===== src/hw/rtl/scd_sqrt.sv =====
`timescale 1ns / 1ps
// Pipelined integer square root, one root bit per stage, floor result.
module scd_sqrt #(
  parameter int RW = 56
) (
  input  logic            clk,
  input  logic            en,
  input  logic [RW-1:0]   rad_i,
  output logic [RW/2-1:0] root_o
);

  localparam int QW = RW / 2;
  localparam int MW = QW + 1;

  logic [MW-1:0] rem_r  [QW];
  logic [QW-1:0] root_r [QW];
  logic [RW-1:0] rad_r  [QW];

  for (genvar k = 0; k < QW; k++) begin : g_step
    logic [MW-1:0] rem_in;
    logic [QW-1:0] root_in;
    logic [RW-1:0] rad_in;
    logic [MW+1:0] t;
    logic [MW+1:0] trial;
    logic          ge;
    logic [MW-1:0] rem_nxt;

    if (k == 0) begin : g_first
      assign rem_in  = '0;
      assign root_in = '0;
      assign rad_in  = rad_i;
    end else begin : g_next
      assign rem_in  = rem_r[k-1];
      assign root_in = root_r[k-1];
      assign rad_in  = rad_r[k-1];
    end

    assign t       = {rem_in, rad_in[RW-1 -: 2]};
    assign trial   = (MW+2)'({root_in, 2'b01});
    assign ge      = t >= trial;
    assign rem_nxt = ge ? MW'(t - trial) : MW'(t);

    always_ff @(posedge clk) begin
      if (en) begin
        rem_r[k]  <= rem_nxt;
        root_r[k] <= {root_in[QW-2:0], ge};
        rad_r[k]  <= rad_in << 2;
      end
    end
  end

  assign root_o = root_r[QW-1];

endmodule


===== config.mk =====
export PLATFORM = sky130hd
export DESIGN_NAME = scd_sqrt
export DESIGN_NICKNAME = d
export VERILOG_FILES = /design/src/hw/rtl/scd_sqrt.sv
export SDC_FILE = /design/constraint.sdc
export NUM_CORES = 2
export LEC_CHECK = 0
export ABC_AREA = 1
export BUFFER_PORTS_ARGS = -buffer_cell sky130_fd_sc_hd__buf_2
export CORE_MARGIN = 2
export CORE_UTILIZATION = 25
export CTS_CLUSTER_DIAMETER = 80
export CTS_CLUSTER_SIZE = 14
export DETAILED_ROUTE_END_ITERATION = 16
export GPL_ROUTABILITY_DRIVEN = 0
export SLEW_MARGIN = 40
export SYNTH_ARGS = -nofsm -noshare
export SYNTH_HDL_FRONTEND = slang
export SYNTH_SLANG_ARGS = --single-unit

===== constraint.sdc =====
create_clock -name clk -period 3.8 [get_ports clk]
set_input_delay 0.38 -clock clk [delete_from_list [all_inputs] [get_ports clk]]
set_output_delay 0.38 -clock clk [all_outputs]
set_load 0.02 [all_outputs]

Word-level counts from Yosys, hierarchy flattened
Memories as Yosys holds them, arrays and structs flattened.
Index checks and enable logic that the tools add are counted.
{"block": "word_totals", "n_memories": 3, "output_inout_bits": 28, "wordCells": 89, "reg_bits": 0, "ram_bits": 3108, "input_bits": 58}
{"memory": "rad_r", "depth": 28, "width": 54, "rd": 27, "rd_ports_with_merged_regs": 0, "wr": 28, "line": "17", "rtl": "logic [RW-1:0] rad_r [QW];"}
{"memory": "rem_r", "depth": 28, "width": 29, "rd": 27, "rd_ports_with_merged_regs": 0, "wr": 28, "line": "15", "rtl": "logic [MW-1:0] rem_r [QW];"}
{"memory": "root_r", "depth": 28, "width": 28, "rd": 28, "rd_ports_with_merged_regs": 0, "wr": 28, "line": "16", "rtl": "logic [QW-1:0] root_r [QW];"}
{"block": "classes", "n_addsub": 28, "order_cmp": 28, "muxes": 30}
{"op": "$ge 31x30->1", "count": 27}
{"op": "$mux 29", "count": 28}
{"op": "$sub 29x29->29", "count": 27}
{"op": "$sub 2x1->3 const B", "count": 1}
{"op": "$ge 2x1->1 const B", "count": 1}
{"op": "$mux 1", "count": 2}

Longest topological paths before layout
An unclocked memory read counts as a cell.
{"block": "logic_depth", "ltp_word": 3, "mapped_depth": 17, "depth_no_buf": 15}

Least setup slack after synthesis
Ideal clock, no wire load.
{"block": "synth_timing", "path_kind": "register -> register", "from": "mem rem_r[0][29] in the netlist's numbering", "to": "mem rem_r[0][83] in the netlist's numbering, data pin", "path_buffers": 1, "t_arrival_ns": 1.828, "synth_period_minus_slack_ns": 2.085, "slack_ns": 1.715, "path_stages_with_launch": 11, "setup_ns": 0.257, "required_time_ns": 3.543, "cell_sequence": "edfxtp_1 ha_1 a21oi_1 nor2_1 nor2_1 o21ai_1 nor2_2 nand2_2 nor2_4 buf_2 nor2_1"}
{"element": "start, declared", "line": "15"}

==> metrics <==
Slew HR 47.5%; post-CTS sizing 0; synthesized cell area 105000 um^2; RSZ-0062 raised after global routing false; post-route ant nets 0; HPWL after DPL 206000 um; Worst Clk Skew 0.0907 ns; CP peak stage delay 0.51 ns; Synth Area per Inst 8.65 um^2; TritonCTS buffer count 178; H-tree Lvls 4; MaxCap Viol Count 0; slowest stage cell, crit path edfxtp_1; r2r worst-path depth 13; footprint of the multi-input gates 38700 um^2; total core area 417000 um^2; min-delay src rad_i[42]; crit path kind reg -> reg; status complete, no violations; Sink Count 1905; Worst path top cell family by delay simple AND/OR/NAND/NOR gates; wire per inst 15.0 um; Arr. time, crit path 3.48 ns; Die ar. 424000 um^2; crit share post-route 77.6%; proportion of layout cells with a drive suffix above 1 4.40%; crit path capture type flip-flop; design area 118000 um^2; worst hold path depth 2; Yosys cell types 46; dpl cell area 112000 um^2; FF+latch count, synth 1905; die width 651 um; Worst-Skew Late Latency 0.89 ns; Initial Utilization 25.1%; CP required 4.33 ns; port bufs 85; antenna cells 0; CTS max path bufs 4; final wirelength 270000 um; DR vias 78700; CP Max Fanout 28; hold worst-path end rad_r[0][42]; Buffers & Inverters on Critical Path 5; fin. max-slew vios 0; worst vdd ir 0.365 mV; CTS root buf clkbuf_16; RR Startpoint root_r[1][103]; Final Non-Filler Cells 18000; Cells after Synth 12100; syn_nets 12600; initial antenna violation count 3; min Tclk post-route 2.95 ns; first-pass GRT wire length 417000 um; clk slew on worst S/H paths 0.07 ns; internal reg-to-reg setup slack 0.85 ns; Worst Hold Class in -> reg; die height 651 um; crit start category flip-flop; sequential share of the synthesized area 54.7%; Post-CTS Setup Bufs 0; largest net degree at the start of global routing 163; FF+latch area 57200 um^2; TritonRoute pass-1 iters 6; Slew @ Worst Pin 0.788 ns; Power Dens Cells 494 nW/um^2; Total Routing Usage GR 12.3%; Final Setup Violations 0; CTS tree done; grt ovf 0; Via density 4.38; final-stage net count 12900; vias in the first global route 74100; Post-route DRC 0; io pins 86; worst path cell trace inv_1 > ha_1 > inv_1 > nor2_1 > inv_1 > nor2_1 > nand2_1 > inv_1 > nand2_1 > nand2_4 > inv_2 > nand2_1 > nand2_1; Cell Rows 237; number of fill cells in the layout 43900; fmax 339 MHz; total negative slack 0 ns; synth warn 0; FF-to-FF End rem_r[1][124]; leakage 52.4 nW; Final Hold Fails 0; Inst Count DP 17700; area grow syn2layout 12.7%; Initial DRC Count 7133
-- final cells by class --
| type | count | share of cell area [%] |
|---|---|---|
| inverters | 2165 | 6.89 |
| well taps | 5497 | 5.83 |
| repair buffers | 223 | 1.55 |
| clock inverters | 56 | 0.566 |
| clock buffers | 189 | 3.88 |
| flip-flops and latches | 1905 | 48.5 |
| multi-input cells | 7936 | 32.8 |
-- per-stage QoR --
stage          setup WS [ns]  util [%]  total power [W]  hold WS [ns]
2_1_floorplan           1.72         -           0.0367         0.400
3_3_place_gp           0.825      26.9           0.0412         0.400
3_5_place_dp           0.879      26.9           0.0413         0.405
4_1_cts                0.774      28.3           0.0590        0.0603
5_1_grt                0.603      28.3           0.0617         0.117
6_report               0.851      28.3           0.0583         0.183
-- layout by cell type, fill, tap and decap left out, types with 9 or more instances in the layout --
| master | synthesis | final |
|---|---|---|
| nand2_1 | 4174 | 4174 |
| inv_1 | 2140 | 2140 |
| edfxtp_1 | 1905 | 1905 |
| nor2_1 | 1015 | 1015 |
| nand3_1 | 657 | 657 |
| a21oi_1 | 463 | 463 |
| ha_1 | 436 | 436 |
| o21ai_0 | 237 | 237 |
| xor2_1 | 197 | 197 |
| clkbuf_16 | 0 | 182 |
| nand4_1 | 161 | 161 |
| nand3b_1 | 110 | 110 |
| xnor2_1 | 105 | 105 |
| nor3_1 | 101 | 101 |
| buf_2 | 50 | 84 |
| buf_4 | 18 | 65 |
| dlygate4sd3_1 | 0 | 58 |
| o21ai_1 | 40 | 40 |
| and2_1 | 29 | 29 |
| nor2_2 | 29 | 29 |
| a21oi_2 | 29 | 29 |
| o21bai_1 | 27 | 27 |
| inv_2 | 25 | 25 |
| or2_2 | 24 | 24 |
| nand2_2 | 18 | 18 |
| buf_12 | 0 | 14 |
| o211ai_1 | 12 | 12 |
| nor3b_1 | 12 | 12 |
| nor4_1 | 12 | 12 |
| clkinvlp_4 | 0 | 9 |
-- repair_timing --
item                                   4_1_cts  5_1_grt
setup endpoints to repair                    0        0
endpoints found under the hold margin       81        0
hold buffers                                58        0
-- routing by layer --
layer	routed length (um)	global-route usage, %
met3	14900	1.56
met1	119000	16.1
met4	9840	4.19
met2	126000	20.9
met5	13	0
-- flip-flops by register name (all words and copies together) (netlist names) --
name and cells:
rem_r 743, root_r 406, rad_r 756
-- worst max-delay path by stage --
stage | startpoint | endpoint | slack, ns | cells past startpoint
2_1_floorplan | rem_r[0][29] | rem_r[0][83] | 1.72 | 10
3_3_place_gp | root_r[1][29] | rem_r[1][58] | 0.82 | 13
3_5_place_dp | root_r[0][424] | rem_r[1][4] | 0.88 | 12
4_1_cts | root_r[0][424] | rem_r[1][4] | 0.77 | 12
5_1_grt | root_r[1][30] | rem_r[1][71] | 0.60 | 13
6_report | root_r[1][103] | rem_r[1][124] | 0.85 | 13
-- power breakdown --
part           internal [W]  switching (W)
Sequential           0.0260        0.00162
Combinational       0.00440        0.00909
Clock               0.00905        0.00813
Total                0.0395         0.0188
-- logic make-up (layout without fill, tap and decap cells) --
| family | count (synthesis) | in the layout | share of synthesized area [%] |
|---|---|---|---|
| AND/OR/NAND/NOR | 6378 | 6378 | 25.1 |
| buffers and inverters | 2259 | 2633 | 8.40 |
| flip-flops | 1905 | 1905 | 54.7 |
| AO/OA/AOI/OAI | 819 | 819 | 4.14 |
| adder cells (fa/ha/maj) | 436 | 436 | 5.21 |
| XOR/XNOR | 302 | 302 | 2.53 |
| other | 1 | 1 | 0.00358 |
-- Yosys cell counts, drive strengths merged --
cell / count / share of area, %
a21o: 3 / 0.022
nand3: 661 / 3.2
clkbuf: 2 / 0.0072
o211ai: 12 / 0.086
ha: 436 / 5.2
buf: 92 / 0.63
and3: 8 / 0.048
or2: 27 / 0.16
edfxtp: 1905 / 55
nor2: 1048 / 3.9
conb: 1 / 0.0036
nor4: 13 / 0.084
o2111ai: 3 / 0.025
o21a: 3 / 0.022
inv: 2165 / 7.8
nor3b: 12 / 0.086
xnor2: 105 / 0.88
a21boi: 1 / 0.0072
o21ai: 278 / 1.3
and2: 30 / 0.18
a21oi: 492 / 2.5
nand2: 4198 / 15
o21bai: 27 / 0.19
nand4: 161 / 0.96
nor2b: 1 / 0.0060
xor2: 197 / 1.6
nor3: 108 / 0.55
nand3b: 111 / 0.80
Power figures use the tool's default switching activity.
