$ cat config.mk
export PLATFORM = sky130hd
export DESIGN_NAME = scd_div
export DESIGN_NICKNAME = d
export VERILOG_FILES = /design/src/hw/rtl/scd_div.sv
export SDC_FILE = /design/constraint.sdc
export NUM_CORES = 1
export LEC_CHECK = 0
export ABC_AREA = 0
export BUFFER_PORTS_ARGS = -buffer_cell sky130_fd_sc_hd__buf_2
export CAP_MARGIN = 20
export CORE_MARGIN = 1
export CORE_UTILIZATION = 52
export CTS_CLUSTER_DIAMETER = 200
export CTS_CLUSTER_SIZE = 30
export DETAILED_ROUTE_END_ITERATION = 6
export PLACE_DENSITY = 0.68
export RECOVER_POWER = 100
export SLEW_MARGIN = 20
export SYNTH_ARGS = -nofsm -noshare
export SYNTH_HDL_FRONTEND = slang
export SYNTH_SLANG_ARGS = --single-unit
$ cat constraint.sdc
create_clock -name clk -period 3 [get_ports clk]
set_input_delay 0.15 -clock clk [delete_from_list [all_inputs] [get_ports clk]]
set_output_delay 0.15 -clock clk [all_outputs]
set_load 0.01 [all_outputs]
$ cat src/hw/rtl/scd_div.sv
`timescale 1ns / 1ps
// Pipelined restoring divider, one quotient bit per stage; the quotient must fit QW bits.
module scd_div #(
  parameter int NW = 27,
  parameter int DW = 11,
  parameter int QW = 17
) (
  input  logic          clk,
  input  logic          en,
  input  logic [NW-1:0] num_i,
  input  logic [DW-1:0] den_i,
  output logic [QW-1:0] quo_o
);

  logic [DW-1:0] rem_r [QW];
  logic [QW-1:0] low_r [QW];
  logic [QW-1:0] quo_r [QW];
  logic [DW-1:0] den_r [QW];

  for (genvar k = 0; k < QW; k++) begin : g_step
    logic [DW-1:0] rem_in;
    logic [DW-1:0] den_in;
    logic [QW-1:0] low_in;
    logic [QW-1:0] quo_in;
    logic [DW:0]   trial;
    logic          ge;
    logic [DW-1:0] rem_nxt;

    if (k == 0) begin : g_first
      assign rem_in = DW'(num_i >> QW);
      assign low_in = num_i[QW-1:0];
      assign quo_in = '0;
      assign den_in = den_i;
    end else begin : g_next
      assign rem_in = rem_r[k-1];
      assign low_in = low_r[k-1];
      assign quo_in = quo_r[k-1];
      assign den_in = den_r[k-1];
    end

    assign trial   = {rem_in, low_in[QW-1]};
    assign ge      = trial >= {1'b0, den_in};
    assign rem_nxt = ge ? DW'(trial - {1'b0, den_in}) : DW'(trial);

    always_ff @(posedge clk) begin
      if (en) begin
        rem_r[k] <= rem_nxt;
        low_r[k] <= low_in << 1;
        quo_r[k] <= {quo_in[QW-2:0], ge};
        den_r[k] <= den_in;
      end
    end
  end

  assign quo_o = quo_r[QW-1];

endmodule

Word-level counts from Yosys, hierarchy flattened

Memory sizes are Yosys's and may differ from the RTL's.
Index checks and enable logic that the tools add are counted.

$add $sub $neg: 17
$mul: 0
Divide/modulo/power cells: 0
Order comparisons: 17
Equal/unequal tests: 0
Shifts and indexed selects: 0
Mux-type cells: 19
Bitwise gates (word level): 0
Reductions and logical operators: 0

Operator list:

| cell           | count |
|---|---|
| $ge 12x11->1   | 16 |
| $mux 11        | 17 |
| $sub 11x11->11 | 17 |
| $ge 11x11->1   | 1 |
| $mux 1         | 2 |

Flip-flop bits (word level): 0
Latch bits: 0
Memory bits (writable): 935
Bits in read-only memories: 0
Input bits: 40
Output and inout bits: 17
Logic and storage cells: 57
Memories: 4

Memory list:

| name  | depth | width | rd ports | clocked after memory_dff | wr ports | line | RTL |
|---|---|---|---|---|---|---|---|
| quo_r | 17    | 17    | 17       | 0                        | 17       | 17   | `logic [QW-1:0] quo_r [QW];` |
| low_r | 17    | 16    | 16       | 0                        | 17       | 16   | `logic [QW-1:0] low_r [QW];` |
| den_r | 17    | 11    | 16       | 0                        | 17       | 18   | `logic [DW-1:0] den_r [QW];` |
| rem_r | 17    | 11    | 16       | 0                        | 17       | 15   | `logic [DW-1:0] rem_r [QW];` |

Longest topological paths before layout

Gate-level depths: netlist of the first run.
An unclocked memory read counts as a cell.

Depth after elaboration: 3
Gate-level depth with buffers: 10
Gate-level depth less buffers: 10

Worst setup path before layout of the first run

OpenSTA, ideal clock, no wires.

Path kind: register to register
Start point: mem den_r[4][0], in the netlist den_r[0][44]
End point: mem rem_r[5][3], in the netlist rem_r[0][58] (data pin)
Library setup time: 260 ps
Arrival time: 2,232 ps
Data required time: 2,740 ps
Slack: 509 ps
Stages on the path, launching flop included: 10
Path buffers: 1
Clock period less this slack: 2,491 ps
Path through: edfxtp_1 ha_1 fa_1 nand2b_1 a21oi_2 a41o_1 a21oi_1 o211ai_2 buf_4 mux2_2

RTL lines:

| what        | line |
|---|---|
| from (decl) | 18 |
| to (decl)   | 15 |

==> results of run 1 <==
-- final timing paths --
check / start / end / slack [ns] / cells past startpoint
max: den_r[0][110] / rem_r[0][131] / 0.16 / 9
min: num_i[1] / low_r[0][1] / 0.25 / 2
min reg2reg: low_r[0][75] / low_r[0][92] / 0.41 / 0
max reg2reg: den_r[0][110] / rem_r[0][131] / 0.16 / 9
-- sequential cells by signal, summed over array words and instances (netlist names) --
register  flops
rem_r       176
den_r       176
low_r       136
quo_r       153
-- worst register-to-register path, stage by stage, from the launching register on --
cell	delay, ns
edfxtp_1	0.44
ha_1	0.24
fa_1	0.42
nand2b_1	0.17
a21oi_1	0.35
a41oi_1	0.15
o21bai_1	0.21
a41oi_1	0.13
buf_4	0.22
mux2_2	0.29
-- power by group --
part / internal (W) / switching, W / total (W)
combinational: 0.00602 / 0.00596 / 0.0120
clock: 0.00152 / 0.00252 / 0.00404
sequential: 0.0123 / 0.000842 / 0.0131
total: 0.0198 / 0.00932 / 0.0291
-- per-layer routing --
metal | vias to the layer above | part of all wire | wire length (um)
li1 | 8186 | - | -
met1 | 8141 | 0.42 | 21200
met2 | 205 | 0.53 | 27000
met3 | 92 | 0.022 | 1110
met4 | 0 | 0.031 | 1550
met5 | - | 0 | 0
-- cells in the final DEF (no fill, tap or decap), drive strengths merged, types with 40 or more instances in the layout --
cell type / n
edfxtp: 641
inv: 248
ha: 187
mux2: 158
a21oi: 123
nor2: 121
xnor2: 75
clkbuf: 74
o21ai: 63
o21a: 59
nand2b: 44
buf: 44
o21bai: 40
-- cell type report --
type / instances / area (um^2) / share of cell area
sequential: 641 / 19200 / 0.586
multi-input combinational: 1214 / 10200 / 0.310
tap: 765 / 957 / 0.0291
inverter: 247 / 927 / 0.0282
timing repair buffer: 131 / 918 / 0.0279
clock buffer: 25 / 626 / 0.0190
clock inverter: 1 / 20.0 / 0.000609
-- cells by family after synthesis --
group / synth area share
muxes: 0.0694
xor gates and xnor gates: 0.0313
buffers and inverters: 0.0361
AOI/OAI and AO/OA: 0.100
and+or+nand+nor: 0.0457
DFF: 0.630
adders and majority gates: 0.0871
-- through the flow --
stage          hold slack (ns)  total power (W)  instances  utilization  setup TNS [ns]
6_report                 0.250           0.0291       3024        0.569               0
2_1_floorplan            0.249           0.0224       2127            -               0
3_5_place_dp             0.328           0.0250       2954        0.552          -0.385
4_1_cts                 0.0956           0.0292       3019        0.571               0
5_1_grt                  0.222           0.0310       3024        0.569               0
3_3_place_gp             0.326           0.0245       2954        0.552          -0.555
-- timing repair --
action,CTS,global route
setup buffers,1,5
hold buffers,38,0
endpoints found under the hold margin,38,0
setup endpoints to repair,27,71
pin swaps,1,5
gates resized for setup,2,3
==> results.ini, run 1 <==
[run_status]
status=complete, but fails checks
violations=max-capacitance violations, max-slew violations

[worst_setup_path]
worst-path-buf-inv=1
crit_fanout=12
crit_chain=ha_1 > fa_1 > nand2b_1 > a21oi_1 > a41oi_1 > o21bai_1 > a41oi_1 > buf_4 > mux2_2
endpoint_kind=flip-flop
worstSetupPathType=reg2reg
cp_top_family=compound AO/OA/AOI/OAI gates
crit_required_ns=3.36
critPathSlowestCell=edfxtp_1
critical-path-max-stage-delay_ns=0.44
cp_common_cell=a41oi_1
critical_path_arrival_ns=3.20
crit_path_start_kind=flip-flop

[finish]
antenna_cells=0
final_cell_area_um2=32900
fillers=4585
area_delta_synth_final_pct=7.65
drive_above_1_share=0.113
finalNetCount=2503

[die]
floorplan.initialDensity=0.528
io_pins=57
die_area_um2=59700
die_y_um=244
rows=88
fp.dieW_um=244
core_um2=57800

[sta]
max-slew-margin-rel=-0.447
setup_ws_ns=0.155
rsz0062_at_grt=no
setup_viol=0
timing.fmax_mhz=352
drv_slew=84
finClkSkew_ns=0.0263
hold_viol_final=0
worstMarginPinSlew_ns=2.17
fin_crit_ns=2.84
period_share=0.948

[placed_design]
place_area_um2=31900
dp_hpwl_um=36900
portBuffers=56
routabilityCongestion=0.858
dpl_worst_slack_ns=-0.0366

[logic_synthesis]
synth_area_um2=30500
synth-seq-cells=641
netlist_top_cells_count=641 x edfxtp_1, 247 x inv_1, 187 x ha_1, 150 x mux2_2, 121 x nor2_1
synth_top_cell_by_area=edfxtp_1
synth_cell_types=54
synth_nets=2370
synth_ff_type=edfxtp_1
syn-instance-count=2127
async_reset_ff_frac=0
ys_seq_area_frac=0.630
synth_top_area_frac=0.630
synth.most_common_cell=edfxtp_1
synth_warnings=0
synth.area.top_cells=edfxtp_1 63%, ha_1 7.7%, mux2_2 5.5%
syn_avg_cell_area_um2=14.4
synth_edf_count=641

[cts]
clock_latency_ns=0.61
h-tree-depth=1
clk_pin_slew_ns=0.12
clock_path_buffers=3
cts-root-buf=clkbuf_16
clock_sinks=641
cts_buffers=25
cts_tree=yes

[detailed_routing]
num_vias=16624
first_pass_iters=5
post_drt_wl_per_cell_um=16.8
vias_per_cell=5.50
totalWireLength_um=50900
drtIter0Drc=896
final_antenna_net_count=0
drc=0

[global_routing]
grt_pass1_vias=17144
grt_use_met1=0.207
grt-ovfl-total=0
use_met2=0.322
gr-max-usage-layer=met2
use_met3=0.0187
track_usage=0.172
grt_max_degree=84
antenna_found_initial=0
grt_pass1_wl_um=84100

[power]
cellPowerDensity_nw_per_um2=886
peakVddDrop_mv=0.591
p_leak_nw=12.5

[flow_run]
maxCapViolCount=1

[min_path]
worstHoldPathType=in2reg

(Power assumes the default switching activity.)
==> run 2: changes to the inputs <==
Settings changed: SETUP_SLACK_MARGIN set to 0.3.
==> run 2 against run 1 <==
The run still ends with max-capacitance violations, max-slew violations left. Total power up 2.8%. Final area increased by 2.0%. Clock power hardly changed. Register-to-register slack better by 0.08 ns. Largest power group unchanged. Maximum frequency up 2.9%. Wire length is 3.7% higher. Critical path type unchanged. Die area unchanged.
==> results.ini, run 2 (synthesized netlist as in run 1, its figures left out) <==
[finish]
antenna_cells=0
register_area_um2=19200
final_cell_area_um2=33500
layout_common_cells=641 x edfxtp_1, 246 x inv_1, 185 x ha_1, 141 x mux2_2, 121 x nor2_1
area_delta_synth_final_pct=9.77
fillers=4550
finalNetCount=2550
drive_above_1_share=0.138
top_regs=den_r: 176 flops, rem_r: 176 flops, quo_r: 153 flops
final_common_cell=edfxtp_1
fin_cells=3071
multiInputGateArea_um2=10400

[run_status]
status=complete, but fails checks
violations=max-capacitance violations, max-slew violations

[global_routing]
grt-ovfl-total=0
grt_pass1_wl_um=85000
grt_pass1_vias=17375
grt_max_degree=84
track_usage=0.175
antenna_found_initial=0

[die]
io_pins=57
core_um2=57800
die_y_um=244
rows=88
die_area_um2=59700
fp.dieW_um=244
floorplan.initialDensity=0.528

[worst_setup_path]
critPathSlowestCell=fa_1
crit_chain=ha_4 > fa_1 > nand2b_4 > a21oi_4 > a41oi_2 > o21bai_1 > a2111oi_4 > buf_4 > clkbuf_16 > mux2_2
r2r_start=den_r[0][55]
critical-path-max-stage-delay_ns=0.48
crit_required_ns=3.37
crit_path_start_kind=flip-flop
endpoint_kind=flip-flop
critical_path_arrival_ns=3.14
crit_fanout=6
startpoint=den_r[0][55]
worstSetupPathType=reg2reg

[sta]
worstMarginPinSlew_ns=2.42
finClkSkew_ns=0.0236
hold_viol_final=0
fin_crit_ns=2.76
setup_viol=0
timing.fmax_mhz=362
drv_slew=78
whs_ns=0.251
max-slew-margin-rel=-0.614
rsz0062_at_grt=yes
period_share=0.921

[placed_design]
dp_hpwl_um=36900
place_area_um2=31900
portBuffers=56
routabilityCongestion=0.858
dp_cells=2954

[cts]
clk_pin_slew_ns=0.12
cts-root-buf=clkbuf_16
clock_latency_ns=0.59
clock_path_buffers=3
cts_buffers=25
cts_tree=yes
h-tree-depth=1
clock_sinks=641

[power]
switching_share=0.323
p_leak_nw=12.7
cellPowerDensity_nw_per_um2=894
peakVddDrop_mv=0.602
switchingPower_w=0.00967
power.total_w=0.0300
pwr-share-comb=0.427
pwr-share-seq=0.438
p_int_w=0.0203
clock_power_share=0.135

[detailed_routing]
totalWireLength_um=52700
vias_per_cell=5.51
drtIter0Drc=942
first_pass_iters=5
post_drt_wl_per_cell_um=17.2
final_antenna_net_count=0
num_vias=16913
drc=0

[flow_run]
maxCapViolCount=1

[min_path]
worstHoldPathType=in2reg
hp-start=num_i[1]

## run 2: changes by cell type in the layout (fill, tap and decap cells not counted), sizes merged
cell    before  now
clkbuf      74   90
buf         44   73
a41oi       20   22
## run 2: routing by layer
metal,track usage,up-vias,share of wire
met2,0.327,227,0.53
li1,-,8282,-
met3,0.0199,105,0.024
met4,0.0574,0,0.033
met1,0.207,8299,0.41
met5,0,-,0
## run 2: layout make-up
class | instances | share of cell area
clock inverter | 1 | 0.000597
timing repair buffer | 176 | 0.0398
clock buffer | 25 | 0.0187
tap | 765 | 0.0286
multi-input combinational | 1216 | 0.310
inverter | 247 | 0.0277
sequential | 641 | 0.574
## run 2: critical path: cells and delay by family (launching register included)
family                     cells  cell delay [ns]
adders and majority gates      2             0.68
AOI/OAI and AO/OA              4             0.64
DFF                            1             0.45
buffers and inverters          2             0.31
muxes                          1             0.26
and+or+nand+nor                1             0.19
## run 2: timing repair
action / in CTS / in global routing
endpoints found under the setup margin: 136 / 145
setup buffers: 30 / 16
pin swaps: 17 / 25
cloned: 4 / 3
hold buffers: 38 / 0
gates resized for setup: 24 / 58
endpoints found under the hold margin: 38 / 0
## run 2: worst paths after layout
kind	end	slack, ns	cells past startpoint
hold reg to reg	low_r[0][92]	0.41	0
setup reg to reg	rem_r[0][72]	0.24	10
hold / removal	low_r[0][1]	0.25	2
setup / recovery	rem_r[0][72]	0.24	10
## run 2: stage by stage
stage          worst slack, ns  setup TNS, ns   util
2_1_floorplan            0.509              0      -
3_3_place_gp           -0.0372         -0.555  0.552
3_5_place_dp           -0.0366         -0.385  0.552
4_1_cts                  0.270              0  0.579
5_1_grt                  0.119              0  0.580
6_report                 0.236              0  0.580
## run 2: power by group through the flow
stage          sequential (W)  combinational, W  clock (W)
3_3_place_gp           0.0133            0.0112          0
5_1_grt                0.0133            0.0141    0.00449
2_1_floorplan          0.0129           0.00952          0
6_report               0.0131            0.0128    0.00405
4_1_cts                0.0131            0.0125    0.00425
3_5_place_dp           0.0133            0.0117          0
